<file path="src/fpalu_pkg.sv">
// Package for the fixed-point ALU: item types, action codes and shared helpers.
package fpalu_pkg;

    localparam int DW                 = 32;
    localparam int FRAC_BITS_DEFAULT  = 8;

    localparam logic [3:0] ACT_ADD = 4'd0;
    localparam logic [3:0] ACT_SUB = 4'd1;
    localparam logic [3:0] ACT_MUL = 4'd2;
    localparam logic [3:0] ACT_DIV = 4'd3;
    localparam logic [3:0] ACT_CMP = 4'd4;
    localparam logic [3:0] ACT_MIN = 4'd5;
    localparam logic [3:0] ACT_MAX = 4'd6;
    localparam logic [3:0] ACT_INC = 4'd7;
    localparam logic [3:0] ACT_DEC = 4'd8;
    localparam logic [3:0] ACT_INT = 4'd9;

    typedef struct packed {
        logic [3:0]           action;
        logic signed [DW-1:0] operand_a;
        logic signed [DW-1:0] operand_b;
    } in_t;

    typedef struct packed {
        logic signed [DW-1:0] result_value;
        logic                 overflow;
        logic                 is_less;
        logic                 is_equal;
        logic                 is_greater;
    } out_t;

    // Operands and product that ride along the divider chain.
    typedef struct packed {
        logic [3:0]             action;
        logic signed [DW-1:0]   operand_a;
        logic signed [DW-1:0]   operand_b;
        logic signed [2*DW-1:0] product;
    } pay_t;

    // Places a sign and magnitude into 32 bits, or falls back to operand A.
    // The result holds the overflow bit above the value.
    function automatic logic [DW:0] place(input logic neg, input logic [2*DW-1:0] mag,
                                          input logic [DW-1:0] a_bits);
        logic          too_big;
        logic [DW-1:0] v;
        too_big = neg ? (mag > {{DW{1'b0}}, 1'b1, {(DW-1){1'b0}}})
                      : (mag > {{(DW+1){1'b0}}, {(DW-1){1'b1}}});
        v = neg ? (~mag[DW-1:0] + 1'b1) : mag[DW-1:0];
        return too_big ? {1'b1, a_bits} : {1'b0, v};
    endfunction

endpackage

</file>
<file path="src/fpalu_div_cell.sv">
// One restoring division step: a cell of the divider chain.
module fpalu_div_cell #(
    parameter int QW = fpalu_pkg::DW + fpalu_pkg::FRAC_BITS_DEFAULT
) (
    input  logic                   aclk,
    input  logic                   aresetn,
    input  logic                   en,
    input  logic                   in_valid,
    input  fpalu_pkg::pay_t        in_pay,
    input  logic [fpalu_pkg::DW-1:0] in_rem,
    input  logic [QW-1:0]          in_nq,
    input  logic [fpalu_pkg::DW-1:0] in_mb,
    output logic                   out_valid,
    output fpalu_pkg::pay_t        out_pay,
    output logic [fpalu_pkg::DW-1:0] out_rem,
    output logic [QW-1:0]          out_nq,
    output logic [fpalu_pkg::DW-1:0] out_mb
);

    logic                        valid_reg;
    fpalu_pkg::pay_t             pay_reg;
    logic [fpalu_pkg::DW-1:0]    rem_reg, rem_next, mb_reg;
    logic [QW-1:0]               nq_reg, nq_next;
    logic [fpalu_pkg::DW:0]      trial, diff;
    logic                        ge;

    // Bring down the next numerator bit; the quotient bit enters at the bottom.
    always_comb begin
        trial    = {in_rem, in_nq[QW-1]};
        diff     = trial - {1'b0, in_mb};
        ge       = trial >= {1'b0, in_mb};
        rem_next = ge ? diff[fpalu_pkg::DW-1:0] : trial[fpalu_pkg::DW-1:0];
        nq_next  = {in_nq[QW-2:0], ge};
    end

    always_ff @(posedge aclk) begin
        if (!aresetn) begin
            valid_reg <= 1'b0;
        end else if (en) begin
            valid_reg <= in_valid;
        end
    end

    always_ff @(posedge aclk) begin
        if (en) begin
            pay_reg <= in_pay;
            rem_reg <= rem_next;
            nq_reg  <= nq_next;
            mb_reg  <= in_mb;
        end
    end

    assign out_valid = valid_reg;
    assign out_pay   = pay_reg;
    assign out_rem   = rem_reg;
    assign out_nq    = nq_reg;
    assign out_mb    = mb_reg;

endmodule

</file>
<file path="config.mk">
export PLATFORM = sky130hd
export DESIGN_NAME = fpalu_div_cell
export DESIGN_NICKNAME = d
export VERILOG_FILES = /design/src/fpalu_pkg.sv /design/src/fpalu_div_cell.sv
export SDC_FILE = /design/constraint.sdc
export NUM_CORES = 1
export LEC_CHECK = 0
export BUFFER_PORTS_ARGS = -buffer_cell sky130_fd_sc_hd__buf_2
export CAP_MARGIN = 30
export CORE_AREA = 2 2 185 187
export DETAILED_ROUTE_END_ITERATION = 10
export DIE_AREA = 0 0 187 189
export MAX_ROUTING_LAYER = met4
export PLACE_DENSITY = 0.53
export SETUP_SLACK_MARGIN = 0.15
export SLEW_MARGIN = 20
export SYNTH_ARGS = -nofsm -noshare
export SYNTH_HDL_FRONTEND = slang
export SYNTH_SLANG_ARGS = --single-unit
export TNS_END_PERCENT = 5
</file>
<file path="constraint.sdc">
create_clock -name aclk -period 8.3 [get_ports aclk]
set_input_delay 0.83 -clock aclk [delete_from_list [all_inputs] [get_ports aclk]]
set_output_delay 0.83 -clock aclk [all_outputs]
set_load 0.1 [all_outputs]
</file>
Yosys cells after proc, flatten, opt, wreduce, memory -nomap -nowiden
Cells that the tools add are included.
Storage, ports and cells
  register bits: 237
  input port bits: 240
  output and inout bits: 237
Operators by class
  add/subtract/negate cells: 1
  magnitude comparators: 1
  mux-type cells: 1
Operators with widths (number)
  33-bit by 32-bit greater-or-equal comparator with 1-bit output: 1
  32-bit two-way mux: 1
  32-bit subtractor: 1

Depth between registers and ports, before layout
  depth in word-level cells: 2
  mapped depth: 13
  gate-level depth less buffers: 12

Worst setup path after synthesis
OpenSTA, ideal clock, no wires.
  path type: input to register
  from: input in_mb[7] (netlist name)
  to: register rem_reg (netlist bit out_rem[13]) (data pin)
  setup time: 0.262 ns
  arrival: 3.339 ns
  data required time: 8.038 ns
  path slack: 4.699 ns
  stages on the path: 12
  cells stage by stage: inv_1 ha_1 buf_2 nand4_1 or4_1 a21oi_1 nor3_1 a211oi_2 o21ai_2 o31ai_4 buf_4 mux2_1
On the way
  longest elaborated chain between the ends: 2
  elaborated cells between the ends (all ways): 3
  those cells by class: 1 x add/sub; 1 x order compare; 1 x mux
RTL lines
  start: declaration: line fpalu_div_cell.sv:12  | input logic [fpalu_pkg::DW-1:0] in_mb,
  32-bit subtractor / 33-bit by 32-bit greater-or-equal comparator with 1-bit output (equally long branches): line fpalu_div_cell.sv:30, fpalu_div_cell.sv:31
  32-bit two-way mux (*): line fpalu_div_cell.sv:32  | rem_next = ge ? diff[fpalu_pkg::DW-1:0] : trial[fpalu_pkg::DW-1:0];
  via rem_next (one bit): line fpalu_div_cell.sv:22  | logic [fpalu_pkg::DW-1:0] rem_reg, rem_next, mb_reg;
  end signal: assignment: line fpalu_div_cell.sv:47  | rem_reg <= rem_next;
  end: declaration: line fpalu_div_cell.sv:22
The timed path passes the listed nets; every way through them passes the cells marked *.
A chain may end at the register's enable or synchronous reset.

Worst setup path after layout
  from: input in_mb[18] (netlist name)
  to: register rem_reg (netlist bit out_rem[7]) (data pin)
On the way
  longest elaborated chain between the ends: 2
RTL lines
  33-bit by 32-bit greater-or-equal comparator with 1-bit output: line fpalu_div_cell.sv:31  | ge = trial >= {1'b0, in_mb};
  32-bit two-way mux: line fpalu_div_cell.sv:32
  via rem_next (one bit): line fpalu_div_cell.sv:22
The timed path passes the listed nets, and every way through them passes these cells.

==> results.sh <==
export IMPL_status="completed"
export IMPL_tightest_slew_ns=0.965
export IMPL_synth_ff_type="edfxtp_1"
export IMPL_yosysSeqAreaShare_pct=76.2
export IMPL_ir_worst_vdd_mv=0.180
export IMPL_path_cells="buf_2, inv_1, ha_1, nand4_1, or4_1, a21oi_1, nor3_1, a211oi_2, o21ai_2, o31ai_4, buf_4, mux2_2"
export IMPL_htree_num_levels=1
export IMPL_period_share_pct=45.0
export IMPL_pre_cts_slack_ns=4.00
export IMPL_crit_type="in2reg"
export IMPL_clkTransAtPathRegs_ns=0.06
export IMPL_setup_tns_ns=0
export IMPL_wl_per_cell_um=21.2
export IMPL_finClkSkew_ns=0
export IMPL_root_buffer="clkbuf_16"
export IMPL_syn_area_per_cell_um2=16.0
export IMPL_drt_wl_total_um=32900
export IMPL_cts_hold_buf=0
export IMPL_worst_ep_arrival_time_ns=4.03
export IMPL_gp_congestion=0.938
export IMPL_ys_top_cells_by_area="edfxtp_1 (76%), ha_1 (4.3%), a21oi_1 (2.9%), inv_1 (1.5%), xnor2_1 (1.5%)"
export IMPL_whs_ns=0.457
export IMPL_slowest_delay_ns=0.52
export IMPL_grt_max_degree=124
export IMPL_via_per_inst=4.45
export IMPL_period_needed_ns=3.74
export IMPL_setup_violations=0
export IMPL_drive_gt1_share_pct=48.4
export IMPL_yosys_top_cells_count="edfxtp_1 (236), a21oi_1 (54), inv_1 (38)"
export IMPL_cp_start_kind="primary input"
export IMPL_clock_sinks=237
export IMPL_die_area_um2=35300
export IMPL_netlist_area_um2=9330
export IMPL_grt_usage_pct=18.3
export IMPL_cts_tree="yes"
export IMPL_power_density_nw_per_um2=294
export IMPL_grt_overflow_total=0
export IMPL_clock_latency_ns=0.53
export IMPL_dp_final_hpwl_um=25900
export IMPL_totalPowerFinal_mw=3.86
export IMPL_placed_cells=1492
export IMPL_fp_row_count=67
export IMPL_path_max_fanout=54
export IMPL_async_reset_ff_share_pct=0
export IMPL_synth_nets=855
export IMPL_rsz0062_at_grt="no"
export IMPL_grt_pass1_wl_um=46200
export IMPL_initial_core_util_pct=28.0
export IMPL_ios=477
export IMPL_synth_top_cell_by_area="edfxtp_1"
export IMPL_nets=1347
export IMPL_die_height_um=189
export IMPL_cp_end_kind="flop"
export IMPL_cp_slowest_cell="or4_1"
export IMPL_synth_most_common_cell="edfxtp_1"
export IMPL_synth_edf_count=236
export IMPL_cts_setup_buffers=0
export IMPL_cts_max_path_buffers=3
export IMPL_fin_ws_ns=4.56
export IMPL_cts_resized_gates=0
export IMPL_vias=6890
export IMPL_core_um2=33300
export IMPL_first_pass_iters=4
export IMPL_grt_pass1_vias=6877
export IMPL_postLayoutCellArea_um2=13100
export IMPL_io_buffers=476
export IMPL_critPathBufInv=3
export IMPL_yosys_area_top_type_share_pct=76.0
export IMPL_synthToLayoutAreaGrowth_pct=40.9
export IMPL_netlist_instances=582
export IMPL_synth_seq_cells=237
export IMPL_final_cells=1550
export IMPL_dpl_cell_area_um2=12200
export IMPL_drc_errors=0
export IMPL_worstPathRequired_ns=8.59
export IMPL_max_slew_margin_rel_pct=35.7
export IMPL_drv_cap=0
export IMPL_antenna_left=0
export IMPL_synth_cell_types=48
export IMPL_critPathTopFamily="simple AND/OR/NAND/NOR gates"
export IMPL_hold_viol_final=0
export IMPL_ys_warnings_count=0
export IMPL_leakage_nw=5.71
export IMPL_fmax_mhz=268
export IMPL_utilization_pct=39.5
export IMPL_drv_slew=0
export IMPL_hp_class="in2reg"
export IMPL_die_x_um=187
export IMPL_cts_buffers=28
export IMPL_drt_iter0_drc=482
export IMPL_antenna_found_initial=10
[area by class of cell]
class	instances	area [µm²]
fill	3261	20100
sequential	237	7110
timing repair buffer	479	2410
multi-input combinational	290	1990
clock buffer	34	744
tap	448	561
clock inverter	18	166
inverter	38	143
antenna	6	15.0
[layer usage]
layer | part of all wire (%) | routed length, µm | track usage, %
met5 | 0 | 0 | -
met4 | 2.5 | 824 | 5.65
met3 | 7.1 | 2340 | 4.87
met2 | 49 | 16200 | 30.1
met1 | 41 | 13500 | 22.1
[final timing paths]
kind         cells past startpoint       from  slack [ns]         end
max reg2reg                      2  out_valid        7.70   out_valid
min reg2reg                      2  out_valid        0.54   out_valid
max                             12  in_mb[18]        4.56  out_rem[7]
min                              1  in_nq[27]        0.46  out_nq[28]
[layout by cell type, fill, tap and decap left out, types with 3 or more instances in the layout]
cell type  count
a211oi_1       3
a21o_1        12
a21oi_1       54
a31oi_1        5
buf_2        475
buf_4          3
bufinv_16      3
clkbuf_1       5
clkbuf_16     29
clkinv_1       6
clkinv_2       6
diode_2        6
edfxtp_1     236
ha_1          32
inv_1         38
mux2_1         4
mux2_2         6
mux2i_1        3
nand2_1       27
nand2b_1       4
nand3_1        8
nand4_1        7
nor2_1        36
nor2b_1        3
nor4_1         4
o211ai_1       4
o21a_1         6
o21ai_0       16
o21bai_1       3
xnor2_1       16
xor2_1        11
[logic make-up after synthesis]
logic type | Yosys count | share of synthesized area (%)
AO/OA/AOI/OAI | 118 | 7.89
XOR/XNOR | 27 | 2.53
AND/OR/NAND/NOR | 99 | 4.92
buffers and inverters | 55 | 2.45
flip-flops | 237 | 76.2
adder cells (fa/ha/maj) | 33 | 4.51
multiplexers | 13 | 1.53
[state kept, by name, summed over array words and instances (netlist names)]
signal	cells
out_mb	32
out_valid	1
out_pay	132
out_rem	32
out_nq	40
[report_power, final]
part | internal, mW | switching, mW | total, mW
Sequential | 1.44 | 0.0304 | 1.47
Combinational | 0.186 | 0.987 | 1.17
Clock | 0.728 | 0.489 | 1.22
Total | 2.36 | 1.51 | 3.86
(Power assumes the default switching activity.)
